`src/hw/rtl/ttg_pkg.sv`:
```
// Shared types and constants for the trapezoidal trajectory generator.
`timescale 1ns / 1ps
`default_nettype none
package ttg_pkg;

  typedef enum logic [2:0] {
    PH_ACCEL  = 3'd0,
    PH_CRUISE = 3'd1,
    PH_DECEL  = 3'd2,
    PH_STOP   = 3'd3,
    PH_DONE   = 3'd4
  } phase_t;

  typedef enum logic [1:0] {
    REG_SAMPLE_PERIOD = 2'd0,
    REG_MOVE_TIME     = 2'd1,
    REG_HOLD_TIME     = 2'd2,
    REG_ACCEL_LIMIT   = 2'd3
  } reg_idx_t;

  typedef enum logic [3:0] {
    ST_IDLE,
    ST_S_PREP,
    ST_S_SQ,
    ST_S_DIV,
    ST_S_PEAK,
    ST_S_FIN,
    ST_T_TIME,
    ST_T_MUL1,
    ST_T_MUL2,
    ST_T_MUL3,
    ST_T_FIN,
    ST_OUT
  } state_t;

  // One-hot style command word from controller to datapath.
  typedef struct packed {
    logic load_in;
    logic s_prep;
    logic s_sq;
    logic div_step;
    logic s_peak;
    logic s_fin;
    logic t_time;
    logic t_mul1;
    logic t_mul2;
    logic t_mul3;
    logic t_fin;
  } dp_cmd_t;

  typedef struct packed {
    logic is_start;
    logic div_done;
    logic tick_active;
    logic tick_moving;
  } dp_sts_t;

  localparam int unsigned DivSteps = 51;

endpackage
`default_nettype wire

```
`src/hw/rtl/ttg_ctrl.sv`:
```
// Controller state machine sequencing start planning and tick updates.
`timescale 1ns / 1ps
`default_nettype none
module ttg_ctrl
  import ttg_pkg::*;
(
  input  wire logic    clk,
  input  wire logic    rst_n,
  input  wire logic    in_valid,
  output logic         in_ready,
  output logic         out_valid,
  input  wire logic    out_ready,
  input  wire dp_sts_t sts,
  output dp_cmd_t      cmd
);

  state_t state_r, state_nxt;

  always_ff @(posedge clk) begin
    if (!rst_n) begin
      state_r <= ST_IDLE;
    end else begin
      state_r <= state_nxt;
    end
  end

  always_comb begin
    state_nxt = state_r;
    case (state_r)
      ST_IDLE:   if (in_valid) state_nxt = ST_S_PREP;
      ST_S_PREP: state_nxt = sts.is_start ? ST_S_SQ : ST_T_TIME;
      ST_S_SQ:   state_nxt = ST_S_DIV;
      ST_S_DIV:  if (sts.div_done) state_nxt = ST_S_PEAK;
      ST_S_PEAK: state_nxt = ST_S_FIN;
      ST_S_FIN:  state_nxt = ST_OUT;
      ST_T_TIME: begin
        if (sts.tick_active && sts.tick_moving) begin
          state_nxt = ST_T_MUL1;
        end else begin
          state_nxt = ST_OUT;
        end
      end
      ST_T_MUL1: state_nxt = ST_T_MUL2;
      ST_T_MUL2: state_nxt = ST_T_MUL3;
      ST_T_MUL3: state_nxt = ST_T_FIN;
      ST_T_FIN:  state_nxt = ST_OUT;
      ST_OUT:    if (out_ready) state_nxt = ST_IDLE;
      default:   state_nxt = ST_IDLE;
    endcase
  end

  always_comb begin
    cmd       = '0;
    in_ready  = 1'b0;
    out_valid = 1'b0;
    case (state_r)
      ST_IDLE: begin
        in_ready    = 1'b1;
        cmd.load_in = in_valid;
      end
      ST_S_PREP: cmd.s_prep   = sts.is_start;
      ST_S_SQ:   cmd.s_sq     = 1'b1;
      ST_S_DIV:  cmd.div_step = 1'b1;
      ST_S_PEAK: cmd.s_peak   = 1'b1;
      ST_S_FIN:  cmd.s_fin    = 1'b1;
      ST_T_TIME: cmd.t_time   = 1'b1;
      ST_T_MUL1: cmd.t_mul1   = 1'b1;
      ST_T_MUL2: cmd.t_mul2   = 1'b1;
      ST_T_MUL3: cmd.t_mul3   = 1'b1;
      ST_T_FIN:  cmd.t_fin    = 1'b1;
      ST_OUT:    out_valid    = 1'b1;
      default: ;
    endcase
  end

  // A request is only taken while no other one is in flight.
  a_ready_idle: assert property (@(posedge clk) disable iff (!rst_n)
    in_ready |-> !out_valid) else $error("ready while result pending");
  a_out_hold: assert property (@(posedge clk) disable iff (!rst_n)
    out_valid && !out_ready |=> out_valid) else $error("result dropped");
  a_accept_leaves: assert property (@(posedge clk) disable iff (!rst_n)
    in_valid && in_ready |=> !in_ready) else $error("double accept");

endmodule
`default_nettype wire

```
`config.mk`:
```
export PLATFORM = sky130hd
export DESIGN_NAME = ttg_ctrl
export DESIGN_NICKNAME = d
export VERILOG_FILES = /design/src/hw/rtl/ttg_pkg.sv /design/src/hw/rtl/ttg_ctrl.sv
export SDC_FILE = /design/constraint.sdc
export NUM_CORES = 1
export LEC_CHECK = 0
export CAP_MARGIN = 40
export CORE_AREA = 8 8 45 47
export CTS_CLUSTER_SIZE = 24
export DETAILED_ROUTE_END_ITERATION = 12
export DIE_AREA = 0 0 53 55
export DONT_BUFFER_PORTS = 1
export PLACE_DENSITY = 0.37
export SYNTH_ARGS = -nofsm -noshare
export SYNTH_HDL_FRONTEND = slang
export SYNTH_SLANG_ARGS = --single-unit
```
`constraint.sdc`:
```
create_clock -name clk -period 1.3 [get_ports clk]
set_input_delay 0.065 -clock clk [delete_from_list [all_inputs] [get_ports clk]]
set_output_delay 0.065 -clock clk [all_outputs]
set_load 0.05 [all_outputs]
```
After elaboration in Yosys (flattened, before gate mapping)
Cells that the tools add are included.
{ "classes": {"eq_ne": 14, "muxes": 19, "reduce_logical": 4} }
{ "ops": {"columns": ["cell", "n"], "rows": [
  ["$pmux 4 s11", 1],
  ["$eq 4x3->1 const B", 4],
  ["$eq 4x4->1 const B", 4],
  ["$mux 4", 4],
  ["$mux 1", 13],
  ["$eq 4x2->1 const B", 2],
  ["$ne 2x2->1 const B", 3],
  ["$eq 4x1->1 const B", 1],
  ["$logic_not 4->1", 1],
  ["$mux 3", 1],
  ["$reduce_and 3->1", 1],
  ["$reduce_or 2->1", 1],
  ["$logic_and 1x1->1", 1]
]} }
{ "totals": {"ff_bits": 4, "in_bits": 8, "elab_cells": 38} }

Longest topological paths before layout
Gate-level depths: netlist (run 1).
{ "depth": {"depth_word": 3, "depth_mapped": 4, "depth_no_buf": 3} }

Worst setup path after synthesis (run 1)
No wires, ideal clock.
{ "synth_timing": {"path_kind": "reg-to-output", "start": "reg state_r[1]", "end": "out cmd[9] (netlist bit)", "arrival_ns": 2.152, "path_slack_ns": -0.917, "path_stages_with_launch": 3, "cell_sequence": "dfxtp_1 > buf_2 > nor4b_1"} }
{ "synth_rtl": {"columns": ["element", "line", "text"], "rows": [
  ["from (decl)", "ttg_ctrl.sv:17", "state_t state_r, state_nxt;"],
  ["from (signal assigned)", "ttg_ctrl.sv:23", "state_r <= state_nxt;"],
  ["to (decl)", "ttg_ctrl.sv:14", "output dp_cmd_t cmd"]
]} }

==> results.ini, run 1 <==
[grt]
grt_first_pass_wirelength_um = 2330
grt_pass1_vias = 511
grt_overflow_total = 0
gr-usage-all-layers = 0.104
grt_max_degree = 9
antenna_found_initial = 0

[synthesis]
synth_top_area_share = 0.226
synth_area_sq_um = 354
ys.flop_type = dfxtp_1
synthTopCellsByCount = nand2_1 (6), nor3_1 (6), nor2_1 (5)
synth.avg_cell_area_sq_um = 6.81
synth.area.top_cells = dfxtp_1 (23%), nor3_1 (8.5%), nand2_1 (6.4%), buf_2 (5.7%), nor2_1 (5.3%)
synth-edff-count = 0
synth_cell_types = 25
ys_seq_area_frac = 0.226
synth_nets = 60
async_flop_share = 0
synth_top_cell_by_area = dfxtp_1
synthCells = 52
synth-seq-cells = 4
yosysWarnings = 0

[clock_network]
cts_tree = yes
htreeDepth = 1
clock-root-buffer = clkbuf_4
cts_buffers = 3
clkTransAtPathRegs_ns = 0.04
cts_sinks = 4
cts_buffer_depth = 2
clk_latency_ns = 0.24

[routing]
wl_um = 1740
routed_via_density = 5.34
remaining_drc_errors = 0
ant_nets = 0
first_iter_violations = 4
dr_total_vias = 523
firstDrtPassIters = 3
wl_per_cell_um = 17.8

[placed_design]
preCtsSetupSlack_ns = 0.0437
gp_congestion = 0.755
placed_cells = 85
hpwl_um = 1030
place.port_buffers = 0

[floorplanning]
num_rows = 14
die_area_sq_um = 2920
core_area_sq_um = 1380
die_y_um = 55
initial_core_util = 0.256
die_x_um = 53
io_pins = 21

[setup_path]
criticalPathCategory = reg2out
worstSetupEndpointType = primary output
critPathMaxFanout = 2
crit_path_cell_trace = or4_4, inv_8, and2_4
critical_path_arrival_ns = 1.43
cp_top_family = simple AND/OR/NAND/NOR gates
crit_buf_inv = 1
slowest_delay_ns = 0.58
worst_ep_required_time_ns = 1.24
start_kind = flip-flop
crit_path_top_delay_cell = or4_4

[layout]
multi_input_area_sq_um = 403
syn_to_final_growth_pct = 159
nNetsFinal = 92
largest_reg_flops = 4
n_fill_cell = 97
reg_top3 = state_r: 4 flops
layout.cells.non_filler = 98
register_area_sq_um = 90.1
drive_gt1_frac = 0.780
regMostFlops = state_r
antenna_cells = 0

[timing]
hold_viol = 0
max_slew_margin = 0.833
drv_slew = 0
rsz0062_at_grt = true
fmax_mhz = 670
period_minus_slack_ns = 1.49
tightestPinTransition_ns = 0.248
setup_slack_ns = -0.192
fin_crit_sh = 1.15
finalSetupViolations = 6
fin_skew_ns = 0.00518
tns_ns = -0.533

[status]
outcome = complete, but fails checks
violations = negative setup slack

[pwr]
power.density_nw_per_um2 = 2120
finalPower_mw = 1.95
p_leak_nw = 0.370
max-vdd-ir-drop_uv = 1080

[job]
cap_violations = 0

[min_path]
hold_path.class = in2reg

==> placed cells by master, fill, tap and decap left out, types with 2 or more instances in the layout <==
master / n
buf_4: 11
dfxtp_2: 2
nand2_1: 2
o21ai_2: 2
dfxtp_4: 2
inv_1: 2
nor3_4: 5
nand3_1: 2
buf_6: 13
nor2_4: 4
buf_12: 4
nand2b_4: 2
buf_8: 2
clkbuf_4: 3
nand2_4: 4
==> area by class of cell <==
| cell class | instances | share of cell area |
|---|---|---|
| repair buffers | 31 | 0.380 |
| well taps | 16 | 0.0218 |
| multi-input cells | 39 | 0.439 |
| flip-flops and latches | 4 | 0.0981 |
| clock buffers | 3 | 0.0245 |
| inverters | 5 | 0.0368 |
==> power by group <==
part / switching [mW] / leakage [nW] / internal [mW] / total [mW]
logic: 0.878 / 0.322 / 0.686 / 1.56
registers: 0.0568 / 0.0350 / 0.175 / 0.232
clock network: 0.0502 / 0.0138 / 0.103 / 0.153
total: 0.985 / 0.370 / 0.964 / 1.95
==> repair_timing <==
action | in CTS | in global routing
gates resized for setup | 37 | 26
setup endpoints to repair | 13 | 14
hold buffers | 1 | 0
endpoints found under the hold margin | 4 | 0
buffers inserted | 3 | 6
pin swaps | 6 | 10
==> final timing paths <==
check	from	endpoint	slack (ns)	cells past startpoint
worst max-delay path	state_r[3]	cmd[10]	-0.19	3
worst min-delay path	in_valid	state_r[1]	0.06	2
worst max register to register	state_r[3]	state_r[0]	0.03	4
worst min register to register	state_r[2]	state_r[3]	0.56	2
==> stage by stage <==
step / hold WS, ns / area, sq um / utilization
after floorplan: 0.191 / 385 / -
after global placement: 0.212 / 573 / 0.414
after detailed placement: 0.213 / 573 / 0.414
after CTS: 0.0465 / 761 / 0.550
after global routing: 0.0704 / 918 / 0.664
final: 0.0569 / 918 / 0.664
==> logic make-up after synthesis <==
logic type	share of synthesized area
simple gates	0.435
xor+xnor	0.0247
compound gates	0.205
flops	0.226
buf+inv	0.110
==> layer usage <==
metal / global-route usage / routed length, um / vias to the layer above
met1: 0.110 / 688 / 264
met5: 0 / 0 / -
met3: 0.0428 / 67 / 2
li1: - / - / 246
met2: 0.195 / 963 / 11
met4: 0.0129 / 21 / 0
==> worst register-to-register path: stages (launching register included) <==
cell	delay, ns
dfxtp_2	0.31
buf_4	0.14
nand2b_4	0.14
or3_4	0.39
a31oi_2	0.19
Note: power is estimated with default switching activity, not from simulation.
==> run 2, diff against run 1 <==
==> constraint.sdc (replaced) <==
create_clock -name clk -period 1.3 [get_ports clk]
set_input_delay 0.26 -clock clk [delete_from_list [all_inputs] [get_ports clk]]
set_output_delay 0.26 -clock clk [all_outputs]
set_load 0.05 [all_outputs]
==> results.ini, run 2 (same netlist as run 1, synthesis figures left out) <==
[timing]
hold_ws_ns = 0.151  ; +0.0939 ns
setup_slack_ns = -0.374  ; -0.182 ns
max_slew_margin = 0.724  ; -0.108
drv_slew = 0  ; unchanged
finalSetupViolations = 16  ; +10
period_minus_slack_ns = 1.67  ; +0.182 ns
fin_skew_ns = 0.00302  ; -0.00216 ns
fmax_mhz = 597  ; -11%
tightestPinTransition_ns = 0.409  ; +0.161 ns
rsz0062_at_grt = true
fin_crit_sh = 1.29  ; +0.140
hold_viol = 0  ; unchanged

[routing]
ant_nets = 0  ; unchanged
routed_via_density = 5.08  ; -4.9%
wl_per_cell_um = 16.1  ; -9.2%
firstDrtPassIters = 4  ; +1
first_iter_violations = 4  ; unchanged
dr_total_vias = 472  ; -9.8%
wl_um = 1500  ; -14%
remaining_drc_errors = 0  ; unchanged

[setup_path]
worst_ep_required_time_ns = 1.04  ; -0.20 ns
worstSetupEndpointType = primary output
critical_path_arrival_ns = 1.41  ; -0.02 ns
r2r-start = state_r[1]
criticalPathCategory = reg2out
start_kind = flip-flop
worstSetupStartpoint = state_r[1]
critPathMaxFanout = 2  ; unchanged

[layout]
utilization = 0.647  ; -0.0163
regMostFlops = state_r
syn_to_final_growth_pct = 153
drive_gt1_frac = 0.727  ; -0.0532
nNetsFinal = 87  ; -5.4%
mostFrequentLayoutCells = buf_4 (11), buf_12 (10), nor3_4 (5), nor2_4 (5), buf_6 (5)
largest_reg_flops = 4  ; unchanged
antenna_cells = 0  ; unchanged
reg_top3 = state_r: 4 flops
layout_commonest_cell = buf_4

[clock_network]
cts_tree = yes
htreeDepth = 1  ; unchanged
clk_latency_ns = 0.24  ; about the same
cts_sinks = 4  ; unchanged
clkTransAtPathRegs_ns = 0.04  ; about the same
cts_buffers = 3  ; unchanged
cts_buffer_depth = 2  ; unchanged
clock-root-buffer = clkbuf_4

[min_path]
hold_path.class = in2reg
min-delay-start = rst_n

[pwr]
p_leak_nw = 0.334  ; -9.9%
power.density_nw_per_um2 = 1990  ; -6.3%
finalPower_mw = 1.78  ; -8.6%
max-vdd-ir-drop_uv = 884  ; -18%

[grt]
grt_pass1_vias = 517  ; +1.2%
grt_max_degree = 12  ; +3
grt_first_pass_wirelength_um = 2460  ; +5.3%
antenna_found_initial = 0  ; unchanged
gr-usage-all-layers = 0.117  ; +0.0131
grt_overflow_total = 0  ; unchanged

[floorplanning]
initial_core_util = 0.256  ; unchanged
die_area_sq_um = 2920  ; unchanged
io_pins = 21  ; unchanged
die_x_um = 53  ; unchanged
die_y_um = 55  ; unchanged
num_rows = 14  ; unchanged
core_area_sq_um = 1380  ; unchanged

[status]
violations = negative setup slack
outcome = complete, but fails checks

[placed_design]
place.port_buffers = 0  ; unchanged
preCtsSetupSlack_ns = -0.149  ; -0.192 ns
hpwl_um = 1170  ; +13%
gp_congestion = 0.717  ; -5.0%

[job]
cap_violations = 0  ; unchanged

## run 2: changes by cell type in the layout (fill, tap and decap cells not counted), moves of 2 or more
cell / delta
dfxtp_4: -2
nand2_2: +2
o21ai_2: -2
buf_8: -2
buf_6: -8
nand2_4: -2
buf_12: +6
## run 2: layer usage
metal,vias to the layer above,GRT usage,share of wire
li1,232,-,-
met1,217,0.111,0.38
met2,18,0.203,0.50
met3,5,0.0374,0.081
met4,0,0.103,0.031
met5,-,0,0
## run 2: timing repair
| item | CTS | global route |
|---|---|---|
| pin swaps | 6 | 3 |
| setup buffers | 2 | 0 |
| resized for setup | 17 | 7 |
| hold buffers | 0 | 0 |
| endpoints found under the setup margin | 16 | 16 |
## run 2: final timing paths
kind | endpoint | slack, ns | cells after the start
setup / recovery | cmd[10] | -0.37 | 3
hold / removal | state_r[0] | 0.15 | 2
hold reg to reg | state_r[3] | 0.69 | 3
setup reg to reg | state_r[1] | -0.11 | 4
## run 2: cell type report
| type | count | area [sq um] |
|---|---|---|
| Fill cell | 111 | 488 |
| Inverter | 5 | 26.3 |
| Clock buffer | 3 | 22.5 |
| Timing Repair Buffer | 26 | 339 |
| Sequential cell | 4 | 83.8 |
| Multi-Input combinational cell | 39 | 404 |
| Tap cell | 16 | 20.0 |
## run 2: power by group
part	total, mW	leakage [nW]	internal, mW	switching (mW)
combinational	1.41	0.286	0.589	0.825
sequential	0.205	0.0339	0.168	0.0370
clock	0.162	0.0138	0.104	0.0584
## run 2: through the flow
step / cell area, sq um / TNS [ns] / std cells
6_report: 896 / -3.23 / 93
5_1_grt: 896 / -3.77 / 93
4_1_cts: 851 / -3.23 / 93
3_5_place_dp: 751 / -1.18 / 88
3_3_place_gp: 751 / -0.751 / 88
2_1_floorplan: 460 / -0.867 / 52
## run 2: critical path, stage by stage (launching register included)
cell,delay [ns]
dfxtp_2,0.31
or4_4,0.57
inv_8,0.07
and2_4,0.22
==> run 3, diff against run 2 <==
--- a/config.mk
+++ b/config.mk
@@ -5,6 +5,7 @@
 export SDC_FILE = /design/constraint.sdc
 export NUM_CORES = 1
 export LEC_CHECK = 0
+export ABC_AREA = 1
 export CAP_MARGIN = 40
 export CORE_AREA = 8 8 45 47
 export CTS_CLUSTER_SIZE = 24
==> results.ini, run 3 <==
[setup_path]
critPathMaxFanout = 4  ; +2
critical_path_arrival_ns = 1.12  ; -0.29 ns
worstSetupStartpoint = state_r[2]
start_kind = flip-flop
slowest_delay_ns = 0.37  ; -0.20 ns
worst_ep_required_time_ns = 1.04  ; about the same
crit_path_top_delay_cell = dfxtp_4
crit_path_cell_trace = inv_4, nand2_8, nor3_4, buf_6
cp_top_family = flip-flops
crit_buf_inv = 2  ; +1
worstSetupEndpointType = primary output
criticalPathCategory = reg2out
r2r-start = state_r[2]

[routing]
ant_nets = 0  ; unchanged
dr_total_vias = 503  ; +6.6%
routed_via_density = 4.53  ; -11%
firstDrtPassIters = 2  ; -2
wl_um = 1350  ; -9.9%
first_iter_violations = 3  ; -1
remaining_drc_errors = 0  ; unchanged
wl_per_cell_um = 12.2  ; -24%

[timing]
rsz0062_at_grt = true
setup_slack_ns = -0.0760  ; +0.298 ns
fin_skew_ns = 0.00398  ; +0.000959 ns
tightestPinTransition_ns = 0.170  ; -0.239 ns
drv_slew = 0  ; unchanged
tns_ns = -0.546  ; +2.69 ns
fmax_mhz = 727  ; +22%
period_minus_slack_ns = 1.38  ; -0.298 ns
fin_crit_sh = 1.06  ; -0.229
finalSetupViolations = 12  ; -4
hold_viol = 0  ; unchanged
max_slew_margin = 0.886  ; +0.162

[layout]
drive_gt1_frac = 0.663  ; -0.0641
n_fill_cell = 103  ; -7.2%
mostFrequentLayoutCells = nor2_4 (13), buf_4 (13), buf_12 (11)
antenna_cells = 0  ; unchanged
stdcell_area_sq_um = 942  ; +5.2%
register_area_sq_um = 95.1  ; +13%
syn_to_final_growth_pct = 162
largest_reg_flops = 4  ; unchanged
multi_input_area_sq_um = 384  ; -5.0%
layout.cells.non_filler = 111  ; +19%
reg_top3 = state_r: 4 flops
regMostFlops = state_r
nNetsFinal = 105  ; +21%

[clock_network]
cts_buffer_depth = 2  ; unchanged
cts_sinks = 4  ; unchanged
cts_buffers = 3  ; unchanged
cts_hold_buf = 0  ; unchanged
cts_tree = yes
clk_latency_ns = 0.24  ; about the same
clkTransAtPathRegs_ns = 0.04  ; about the same
htreeDepth = 1  ; unchanged
clock-root-buffer = clkbuf_4

[synthesis]
synthTopCellsByCount = nor2_1 (17), inv_1 (15), nand2_1 (11)
synth_nets = 74  ; +23%
synth_cell_types = 14  ; -44%
synth_top_cell_by_area = dfxtp_1
synth_top_area_share = 0.223  ; -0.00315
synthCells = 66  ; +27%
synth_most_common_cell = nor2_1
yosysWarnings = 0  ; unchanged
synth.area.top_cells = dfxtp_1 (22%), nor2_1 (18%), inv_1 (16%), nand2_1 (11%), nand3_1 (5.6%)
synth.avg_cell_area_sq_um = 5.44  ; -20%
ys.flop_type = dfxtp_1
async_flop_share = 0  ; unchanged
synth-edff-count = 0  ; unchanged
synth_area_sq_um = 359  ; +1.4%
ys_seq_area_frac = 0.223  ; -0.00315
synth-seq-cells = 4  ; unchanged

[floorplanning]
initial_core_util = 0.259  ; +0.00362
die_y_um = 55  ; unchanged
die_x_um = 53  ; unchanged
die_area_sq_um = 2920  ; unchanged
io_pins = 21  ; unchanged
num_rows = 14  ; unchanged
core_area_sq_um = 1380  ; unchanged

[placed_design]
place.port_buffers = 0  ; unchanged
gp_congestion = 0.731  ; +1.8%
preCtsSetupSlack_ns = 0.0856  ; +0.234 ns
dpl_cell_area_sq_um = 662  ; -12%
hpwl_um = 955  ; -18%
placed_cells = 97  ; +10%

[pwr]
power.density_nw_per_um2 = 1570  ; -21%
p_seq_frac = 0.182  ; +0.067
p_leak_nw = 0.420  ; +26%
clockPowerShare = 0.106  ; +0.015
sw_frac_of_total = 0.506  ; -0.0107
pwr-share-comb = 0.712  ; -0.082
power.switching_mw = 0.748  ; -19%
p_int_mw = 0.731  ; -15%
max-vdd-ir-drop_uv = 907  ; +2.6%

[grt]
grt_max_degree = 7  ; -5
grt_pass1_vias = 501  ; -3.1%
gr-usage-all-layers = 0.0962  ; -0.0213
grt_overflow_total = 0  ; unchanged
grt_first_pass_wirelength_um = 2060  ; -16%
antenna_found_initial = 0  ; unchanged

[status]
outcome = complete, but fails checks
violations = negative setup slack

[min_path]
hold_path.class = in2reg
min-delay-start = rst_n

[job]
cap_violations = 0  ; unchanged

[run 3: cell count changes in the layout (fill, tap and decap cells not counted), moves of 4 or more]
cell | before | now
nor3_4 | 5 | 1
nor2_4 | 5 | 13
inv_1 | 3 | 10
nor2_1 | 0 | 6
nand2_1 | 2 | 7
dfxtp_4 | 0 | 4
[run 3: final cells by class]
class,instances,share of cell area
multi-input cells,46,0.408
inverters,16,0.0850
clock buffers,3,0.0239
flip-flops and latches,4,0.101
well taps,16,0.0212
repair buffers,26,0.361
[run 3: logic make-up (layout without fill, tap and decap cells)]
kind of cell | count (synthesis) | after routing | synth area share
simple gates | 42 | 42 | 0.554
buf+inv | 16 | 45 | 0.167
compound gates | 4 | 4 | 0.0558
flops | 4 | 4 | 0.223
[run 3: path summary, 6_finish.rpt]
check / depth (start not counted) / endpoint / slack (ns)
max: 4 / cmd[9] / -0.08
min: 2 / state_r[2] / 0.12
max reg2reg: 7 / state_r[1] / 0.08
min reg2reg: 5 / state_r[3] / 0.74
[run 3: what timing repair did]
action                                  in CTS  in global routing
pin swaps                                    5                  6
endpoints found under the setup margin      13                 13
setup buffers                                6                  5
gates resized for setup                     40                 11
[run 3: per-layer routing]
layer	up-vias	global-route usage	wire length, um
li1	254	-	-
met1	222	0.0883	466
met2	22	0.158	702
met3	5	0.0588	151
met4	0	0.0647	30
met5	-	0	0
[run 3: per-stage QoR]
step | hold WS (ns) | utilization | power [mW]
global placement | 0.369 | 0.478 | 0.967
global route | 0.109 | 0.681 | 1.57
detailed placement | 0.370 | 0.478 | 0.969
finish | 0.122 | 0.681 | 1.48
CTS | 0.111 | 0.617 | 1.38
floorplan | 0.358 | - | 0.659
[run 3: power by group through the flow]
stage / Combinational (mW) / Sequential, mW / Clock (mW)
6_report: 1.05 / 0.269 / 0.156
2_1_floorplan: 0.478 / 0.181 / 0
3_3_place_gp: 0.779 / 0.188 / 0
4_1_cts: 0.971 / 0.239 / 0.165
5_1_grt: 1.11 / 0.275 / 0.178
3_5_place_dp: 0.780 / 0.189 / 0
